File: config.mk
export PLATFORM = sky130hd
export DESIGN_NAME = s512c_round
export DESIGN_NICKNAME = d
export VERILOG_FILES = /design/src/sha512_256_compress_unit_defines.svh /design/src/s512c_pkg.sv /design/src/s512c_round.sv
export SDC_FILE = /design/constraint.sdc
export NUM_CORES = 1
export LEC_CHECK = 0
export ABC_AREA = 1
export ABC_CLOCK_PERIOD_IN_PS = 6300
export BUFFER_PORTS_ARGS = -buffer_cell sky130_fd_sc_hd__buf_2
export CORE_AREA = 5 5 425 427
export DETAILED_ROUTE_END_ITERATION = 10
export DIE_AREA = 0 0 430 432
export GPL_ROUTABILITY_DRIVEN = 1
export PLACE_DENSITY_LB_ADDON = 0.3
export SYNTH_ARGS = -nofsm -noshare
export SYNTH_HDL_FRONTEND = slang
export SYNTH_SLANG_ARGS = --single-unit
File: constraint.sdc
create_clock -name vclk -period 6.3
set_input_delay 0.63 -clock vclk [all_inputs]
set_output_delay 0.63 -clock vclk [all_outputs]
set_load 0.03 [all_outputs]
File: src/sha512_256_compress_unit_defines.svh
// Assertion macros shared by the compression unit.
`ifndef SHA512_256_COMPRESS_UNIT_DEFINES_SVH
`define SHA512_256_COMPRESS_UNIT_DEFINES_SVH

// The consequent must hold in the same cycle as the antecedent.
`define S512C_ASSERT_SAME(label, clk, rst_n, ante, cons, msg) \
	label: assert property (@(posedge clk) disable iff (!rst_n) (ante) |-> (cons)) \
		else $error(msg);

// The consequent must hold in the cycle after the antecedent.
`define S512C_ASSERT_NEXT(label, clk, rst_n, ante, cons, msg) \
	label: assert property (@(posedge clk) disable iff (!rst_n) (ante) |=> (cons)) \
		else $error(msg);

`endif

File: src/s512c_pkg.sv
package s512c_pkg;

	localparam int unsigned WordWidth  = 64;
	localparam int unsigned Rounds     = 80;
	localparam int unsigned BlockWords = 16;

	typedef logic [WordWidth-1:0] word_t;
	typedef logic [7:0][WordWidth-1:0] vars_t;
	typedef logic [3:0] word_cnt_t;
	typedef logic [6:0] round_t;

	typedef enum logic [1:0] {
		ST_IDLE,
		ST_ROUND,
		ST_FINAL
	} state_t;

	localparam round_t LastRound = round_t'(Rounds - 1);
	localparam word_cnt_t LastWord = word_cnt_t'(BlockWords - 1);

	// SHA-512/256 initial hash, word 0 in element 0.
	localparam vars_t InitHash = {
		64'h0eb72ddc81c52ca2, 64'h2b0199fc2c85b8aa,
		64'hbe5e1e2553863992, 64'h96283ee2a88effe3,
		64'h963877195940eabd, 64'h2393b86b6f53b151,
		64'h9f555fa3c84c64c2, 64'h22312194fc2bf72c
	};

	localparam word_t RoundConst [Rounds] = '{
		64'h428a2f98d728ae22, 64'h7137449123ef65cd, 64'hb5c0fbcfec4d3b2f, 64'he9b5dba58189dbbc,
		64'h3956c25bf348b538, 64'h59f111f1b605d019, 64'h923f82a4af194f9b, 64'hab1c5ed5da6d8118,
		64'hd807aa98a3030242, 64'h12835b0145706fbe, 64'h243185be4ee4b28c, 64'h550c7dc3d5ffb4e2,
		64'h72be5d74f27b896f, 64'h80deb1fe3b1696b1, 64'h9bdc06a725c71235, 64'hc19bf174cf692694,
		64'he49b69c19ef14ad2, 64'hefbe4786384f25e3, 64'h0fc19dc68b8cd5b5, 64'h240ca1cc77ac9c65,
		64'h2de92c6f592b0275, 64'h4a7484aa6ea6e483, 64'h5cb0a9dcbd41fbd4, 64'h76f988da831153b5,
		64'h983e5152ee66dfab, 64'ha831c66d2db43210, 64'hb00327c898fb213f, 64'hbf597fc7beef0ee4,
		64'hc6e00bf33da88fc2, 64'hd5a79147930aa725, 64'h06ca6351e003826f, 64'h142929670a0e6e70,
		64'h27b70a8546d22ffc, 64'h2e1b21385c26c926, 64'h4d2c6dfc5ac42aed, 64'h53380d139d95b3df,
		64'h650a73548baf63de, 64'h766a0abb3c77b2a8, 64'h81c2c92e47edaee6, 64'h92722c851482353b,
		64'ha2bfe8a14cf10364, 64'ha81a664bbc423001, 64'hc24b8b70d0f89791, 64'hc76c51a30654be30,
		64'hd192e819d6ef5218, 64'hd69906245565a910, 64'hf40e35855771202a, 64'h106aa07032bbd1b8,
		64'h19a4c116b8d2d0c8, 64'h1e376c085141ab53, 64'h2748774cdf8eeb99, 64'h34b0bcb5e19b48a8,
		64'h391c0cb3c5c95a63, 64'h4ed8aa4ae3418acb, 64'h5b9cca4f7763e373, 64'h682e6ff3d6b2b8a3,
		64'h748f82ee5defb2fc, 64'h78a5636f43172f60, 64'h84c87814a1f0ab72, 64'h8cc702081a6439ec,
		64'h90befffa23631e28, 64'ha4506cebde82bde9, 64'hbef9a3f7b2c67915, 64'hc67178f2e372532b,
		64'hca273eceea26619c, 64'hd186b8c721c0c207, 64'heada7dd6cde0eb1e, 64'hf57d4f7fee6ed178,
		64'h06f067aa72176fba, 64'h0a637dc5a2c898a6, 64'h113f9804bef90dae, 64'h1b710b35131c471b,
		64'h28db77f523047d84, 64'h32caab7b40c72493, 64'h3c9ebe0a15c9bebc, 64'h431d67c49c100d4c,
		64'h4cc5d4becb3e42b6, 64'h597f299cfc657e2a, 64'h5fcb6fab3ad6faec, 64'h6c44198c4a475817
	};

	// Round constant lookup; indexes past the last round read as zero.
	function automatic word_t round_const(input round_t idx);
		word_t k;
		if (idx < round_t'(Rounds)) begin
			k = RoundConst[idx];
		end else begin
			k = '0;
		end
		return k;
	endfunction

	function automatic word_t rotr(input word_t x, input int unsigned n);
		return (x >> n) | (x << (WordWidth - n));
	endfunction

	function automatic word_t big_s0(input word_t x);
		return rotr(x, 28) ^ rotr(x, 34) ^ rotr(x, 39);
	endfunction

	function automatic word_t big_s1(input word_t x);
		return rotr(x, 14) ^ rotr(x, 18) ^ rotr(x, 41);
	endfunction

	function automatic word_t small_s0(input word_t x);
		return rotr(x, 1) ^ rotr(x, 8) ^ (x >> 7);
	endfunction

	function automatic word_t small_s1(input word_t x);
		return rotr(x, 19) ^ rotr(x, 61) ^ (x >> 6);
	endfunction

endpackage

File: src/s512c_round.sv
module s512c_round (
	input  s512c_pkg::vars_t cur,
	input  s512c_pkg::word_t hkw,
	output s512c_pkg::vars_t nxt
);
	import s512c_pkg::*;

	word_t t1;
	word_t t2;
	word_t ch;
	word_t maj;

	// One SHA-512 round; hkw already holds h plus the round constant and schedule word.
	always_comb begin
		ch  = (cur[4] & cur[5]) ^ (~cur[4] & cur[6]);
		maj = (cur[0] & cur[1]) ^ (cur[0] & cur[2]) ^ (cur[1] & cur[2]);
		t1  = hkw + big_s1(cur[4]) + ch;
		t2  = big_s0(cur[0]) + maj;
		nxt[7] = cur[6];
		nxt[6] = cur[5];
		nxt[5] = cur[4];
		nxt[4] = cur[3] + t1;
		nxt[3] = cur[2];
		nxt[2] = cur[1];
		nxt[1] = cur[0];
		nxt[0] = t1 + t2;
	end

endmodule

==> run metrics, run 1 <==
syn avg cell area 6.24 um2; worst-path maximum fanout 4; Yosys cell types 45; CP max stage delay 0.52 ns; chip width 430 um; core area 176000 um2; Routed WL 219 mm; Synth warnings 0; type of the worst setup path in2out; largest net degree at the start of global routing 7; leading area contributor after synthesis buf_4; Final min period 6.47 ns; initial antenna violation count 78; fin nets 6591; Post-Syn Area 23800 um2; final worst slack -0.170 ns; post-synthesis sequential area ratio 0%; mean number of vias per cell 4.03; crit path from cur[283]; register area 0 um2; post-synthesis net count 4713; pre-CTS setup slack -1.18 ns; CP Capture Type output port; clk_buf instances 0; layout cells sized above 1 62.1%; Slew HR 35.1%; DR WL/cell 27.2 um; I/O Pins 1088; HP Class in2out; first-pass GRT wire length 281 mm; hpwl dp 203 mm; Max-Cap Viols 0; count of final hold-check violations 0; Bufs and invs on worst path 12; area of the multi-input gates 25300 um2; number of global-route vias before repair 32760; FF+latch count 0; Startpoint Class input port; Layout area overhead 96.5%; worst hold slack 1.53 ns; gpl congestion 0.999; Pre-antenna DRT Iters 5; Area contributors post-synth buf_4 12%, fa_1 11%, nand2_1 10%; CTS hold repair buffers 0; Std-Cell Rows 154; GRT Total Usage 22.1%; IO Port Bufs 1024; total die area 186000 um2; FILL cells 19654; Min-Delay Startpoint cur[325]; CP arrival 5.84 ns; most frequent cells in the layout 1192 x buf_4, 897 x buf_2, 472 x inv_1, 457 x nand2_1, 188 x nor2_1; Worst path most repeated cell nand2_4; RSZ-0062 raised after global routing yes; final cell count without fillers 8060; slowest CP cell fa_2; grt ovf 0; via count 32509; post-layout util 26.7%; Setup Viol. Count Final 28; commonest non-fill, non-tap cell in the layout buf_4; ratio of final minimum period to clock period 103%; DRT iter0 DRCs 1572; fin. max-slew vios 0; failing checks negative setup slack; Post-Place Cells 7909; Crit path max-delay family adder cells; post-route antenna net violation count 0; Req. time, crit path 5.67 ns; DRC Markers 0; worst-margin pin slew 0.972 ns; maximum clock rate 0.155 GHz; Post-Synthesis Cells 3821; Starting Density 13.6%; share of the synthesized area in the top cell type 12.1%; die height 432 um; status complete, but fails checks
==> cell usage after synthesis (all sizes together) <==
library cell and instances:
and3 1, ha 187, mux2i 12, o21bai 84, a21boi 11, o21ai 183, a211oi 2, fa 129
nand4 31, nand3b 6, o2111ai 3, o21a 15, buf 384, nor4 13, xnor2 191, or2 2
clkbuf 36, inv 591, xor2 219, o211ai 4, a21o 23, o31ai 1, mux2 38, a21oi 365
nor3 30, a31oi 2, maj3 5, nand2 685, nand3 149, nor2 419
==> metrics by stage <==
step / TNS (ns) / area (um2)
after floorplan: 0 / 23800
after global placement: -54.81 / 38300
after detailed placement: -56.05 / 38300
after CTS: -2.36 / 42900
after global routing: -15.40 / 46800
final: -2.26 / 46800
==> layer usage <==
layer,wire length (um),global-route usage [%],part of all wire [%],vias up
li1,-,-,-,15548
met1,84000,24.9,38,15624
met2,117000,43.0,53,1026
met3,7960,2.20,3.6,275
met4,10200,7.29,4.6,36
met5,234,0,0.11,-
==> path summary, 6_finish.rpt <==
path	end	slack (ns)	cells past startpoint
hold / removal	nxt[389]	1.53	2
setup / recovery	nxt[31]	-0.17	32
==> repair_timing <==
item / in CTS / in global routing
resized for setup: 957 / 879
pin swaps: 263 / 339
setup endpoints to repair: 99 / 97
buffers inserted: 72 / 74
==> cell type report <==
type               instances  share of cell area (%)
multi-input cells       2810                    54.0
diodes                    23                   0.123
repair buffers          2296                    34.9
well taps               2340                    6.25
inverters                591                    4.80
==> cells by family after synthesis <==
| logic type | share of synthesized area [%] |
|---|---|
| AOI/OAI and AO/OA | 16.4 |
| xor gates and xnor gates | 15.1 |
| adders and majority gates | 20.9 |
| buffers and inverters | 22.0 |
| muxes | 2.30 |
| and+or+nand+nor | 23.3 |
Power of run 1 is left out: the tool's default activity adds up to more than one toggle a clock period on the data nets, which glitch-free logic cannot reach.
==> run 2: changes to the inputs <==
--- a/config.mk
+++ b/config.mk
@@ -12,7 +12,7 @@
 export DETAILED_ROUTE_END_ITERATION = 10
 export DIE_AREA = 0 0 430 432
 export GPL_ROUTABILITY_DRIVEN = 1
-export PLACE_DENSITY_LB_ADDON = 0.3
+export PLACE_DENSITY = 0.37
 export SYNTH_ARGS = -nofsm -noshare
 export SYNTH_HDL_FRONTEND = slang
 export SYNTH_SLANG_ARGS = --single-unit
==> run 2 against run 1 <==
Against the previous run:
- the flow still finishes with violations (negative setup slack)
- die area stayed put
- global-route usage is 0.47 points lower
- cell count hardly changed
- fmax is 0.42% higher
- first-iteration DRC count is 5.7% higher
- non-clock buffer count is 2 higher
- worst hold slack better by 0.00065 ns
- sequential share of layout area stayed put
- setup slack better by 0.027 ns
==> run metrics, run 2 (synthesis results as in run 1) <==
DRC Markers 0; fin nets 6593; CP arrival 5.81 ns; final worst slack -0.143 ns; worst-path maximum fanout 5; IO Port Bufs 1024; Final min period 6.44 ns; fin. max-slew vios 0; initial antenna violation count 50; GRT Total Usage 21.6%; type of the worst setup path in2out; count of final hold-check violations 0; CTS hold repair buffers 0; DRT iter0 DRCs 1662; chip width 430 um; worst-margin pin slew 0.957 ns; core area 176000 um2; I/O Pins 1088; Min-Delay Startpoint cur[395]; post-layout util 27.4%; Startpoint Class input port; most frequent cells in the layout 1168 x buf_4, 900 x buf_2, 443 x nand2_1, 437 x inv_1, 170 x nand2_2; Slew HR 36.1%; slowest CP cell fa_1; Setup Viol. Count Final 20; commonest non-fill, non-tap cell in the layout buf_4; failing checks negative setup slack; post-route antenna net violation count 0; die height 432 um; HP Class in2out; Hold Path Depth 2; ratio of final minimum period to clock period 102%; Max-Cap Viols 0; RSZ-0062 raised after global routing yes; register area 0 um2; FF+latch count 0; first-pass GRT wire length 278 mm; Req. time, crit path 5.67 ns; mean number of vias per cell 4.05; hpwl dp 199 mm; Routed WL 216 mm; via count 32612; largest net degree at the start of global routing 7; total die area 186000 um2; Worst path most repeated cell buf_6; maximum clock rate 0.155 GHz; status complete, but fails checks; layout cells sized above 1 64.5%; CP Capture Type output port; grt ovf 0; Post-Place Cells 7861; Std-Cell Rows 154; clk_buf instances 0; gpl congestion 1.01; number of global-route vias before repair 33082; hold endpoint nxt[459]; Layout area overhead 102%; Starting Density 13.6%; final cell count without fillers 8061; Pre-antenna DRT Iters 5; CP max stage delay 0.51 ns; DR WL/cell 26.8 um; worst hold slack 1.53 ns
## run 2: how the worst max path moves through the flow
stage / to / slack (ns) / cells past startpoint / startpoint
after floorplan: nxt[62] / 0.32 / 32 / cur[257]
after global placement: nxt[60] / -1.41 / 32 / cur[312]
after detailed placement: nxt[60] / -1.31 / 32 / cur[312]
after CTS: nxt[47] / -0.29 / 37 / cur[275]
after global routing: nxt[47] / -0.34 / 33 / cur[282]
final: nxt[48] / -0.14 / 31 / cur[282]
## run 2: through the flow
| stage | worst slack [ns] | area [um2] | setup TNS [ns] |
|---|---|---|---|
| after global placement | -1.41 | 37800 | -69.75 |
| final | -0.143 | 48100 | -1.05 |
| after CTS | -0.288 | 42900 | -5.26 |
| after floorplan | 0.325 | 23800 | 0 |
| after global routing | -0.336 | 48100 | -9.57 |
| after detailed placement | -1.31 | 37800 | -66.32 |
## run 2: critical path, delay by kind of cell
family          cells  cell delay [ns]
compound gates      3             0.59
xor+xnor            4             0.84
fa+ha+maj           4             1.60
buf+inv            11             1.37
simple gates        9             0.78
## run 2: final cells by class
cell class	count	area [um2]
diodes	22	55.1
fillers	19585	128000
inverters	591	2260
multi-input cells	2810	26500
well taps	2340	2930
repair buffers	2298	16400
## run 2: layer usage
metal	wire length, um	share of wire (%)	GRT usage (%)
met1	82300	38	24.4
met2	114000	53	41.6
met3	7910	3.7	1.95
met4	11500	5.3	8.55
met5	118	0.055	0
## run 2: repair_timing
item,CTS,global route
endpoints found under the setup margin,100,99
pin swaps,267,496
setup buffers,87,127
gates resized for setup,1067,1063
Power of run 2 is left out for the same reason.
==> run 3: changes to the inputs <==
--- a/config.mk
+++ b/config.mk
@@ -6,7 +6,7 @@
 export NUM_CORES = 1
 export LEC_CHECK = 0
 export ABC_AREA = 1
-export ABC_CLOCK_PERIOD_IN_PS = 6300
+export ABC_CLOCK_PERIOD_IN_PS = 7200
 export BUFFER_PORTS_ARGS = -buffer_cell sky130_fd_sc_hd__buf_2
 export CORE_AREA = 5 5 425 427
 export DETAILED_ROUTE_END_ITERATION = 10
==> constraint.sdc (replaced) <==
create_clock -name vclk -period 7.2
set_input_delay 0.72 -clock vclk [all_inputs]
set_output_delay 0.72 -clock vclk [all_outputs]
set_load 0.03 [all_outputs]
==> run 3 against run 2 <==
Against the previous run:
- the run now ends clean
- first-iteration DRC count is 15% lower
- via count down 6.4%
- die area stayed put
- routed wire length shrank 3.4%
- worst hold slack gained 0.18 ns
- sequential cell count did not move
==> run metrics, run 3 (synthesis results as in run 1) <==
type of the worst setup path in2out; Placed Area 36400 um2; Final Cell Area 38800 um2; most frequent cells in the layout 982 x buf_2, 887 x buf_4, 614 x nand2_1, 575 x inv_1, 344 x nor2_1; commonest non-fill, non-tap cell in the layout buf_2; Starting Density 13.6%; chip width 430 um; post-layout util 22.1%; Startpoint Class input port; Final min period 6.96 ns; clk_buf instances 0; RSZ-0062 raised after global routing yes; via count 30529; Slew HR 36.2%; Req. time, crit path 6.48 ns; FILL cells 20352; mean number of vias per cell 3.97; core area 176000 um2; Max-Cap Viols 0; fin. max-slew vios 0; final cell count without fillers 7699; ratio of final minimum period to clock period 96.7%; status complete, no violations; Post-Place Cells 7661; FF+latch count 0; I/O Pins 1088; worst-margin pin slew 0.954 ns; Pre-antenna DRT Iters 7; Setup Viol. Count Final 0; initial antenna violation count 45; number of global-route vias before repair 31412; DRT iter0 DRCs 1418; first-pass GRT wire length 270 mm; gpl congestion 0.965; GRT Total Usage 21.2%; maximum clock rate 0.144 GHz; IO Port Bufs 1024; fin nets 6237; Std-Cell Rows 154; count of final hold-check violations 0; register area 0 um2; layout cells sized above 1 45.2%; post-route antenna net violation count 0; HP Class in2out; CP Capture Type output port; Layout area overhead 62.7%; grt ovf 0; CP arrival 6.24 ns; Routed WL 209 mm; hpwl dp 197 mm; DRC Markers 0; DR WL/cell 27.1 um; total die area 186000 um2; worst-path maximum fanout 5; die height 432 um; largest net degree at the start of global routing 8; worst hold slack 1.71 ns
==> run 3: stage by stage <==
step	setup WS (ns)	setup TNS [ns]
floorplan	1.04	0
global placement	-0.789	-24.84
detailed placement	-0.769	-21.95
CTS	-0.0627	-0.103
global route	-0.0479	-0.118
finish	0.240	0
==> run 3: layout make-up <==
cell class | instances | area, um2 | area share (%)
Antenna cell | 16 | 40.0 | 0.103
Tap cell | 2340 | 2930 | 7.55
Multi-Input combinational cell | 2810 | 20700 | 53.5
Timing Repair Buffer | 1942 | 12900 | 33.2
Inverter | 591 | 2220 | 5.73
==> run 3: critical path: stages <==
cell     delay (ns)
buf_4          0.17
xnor2_4        0.17
xor2_2         0.34
buf_4          0.19
fa_1           0.48
ha_4           0.28
a21oi_2        0.19
o31ai_2        0.09
buf_4          0.16
a21o_2         0.22
nand3_1        0.09
nand2_2        0.11
a21oi_2        0.30
buf_4          0.17
xnor2_1        0.11
buf_4          0.16
ha_1           0.25
a21oi_1        0.25
o21ai_0        0.19
buf_4          0.17
a21oi_1        0.18
inv_1          0.09
o21ai_0        0.18
nand3_1        0.24
xor2_1         0.36
buf_4          0.18
buf_2          0.19
==> run 3: worst paths after layout <==
path | startpoint | endpoint | slack [ns] | cells past startpoint
setup / recovery | cur[277] | nxt[305] | 0.24 | 27
hold / removal | cur[334] | nxt[398] | 1.71 | 2
==> run 3: repair_timing <==
item	4_1_cts	5_1_grt
buffers inserted	10	13
pin swaps	17	72
gates resized for setup	156	341
endpoints found under the setup margin	72	67
endpoints found under the hold margin	0	0
hold buffers	0	0
==> run 3: per-layer routing <==
metal	up-vias	share of wire [%]	GRT usage [%]
li1	14821	-	-
met1	14566	39	23.9
met2	900	53	41.4
met3	234	3.1	1.68
met4	8	4.8	7.40
met5	-	0.026	0
Power of run 3 is left out for the same reason.
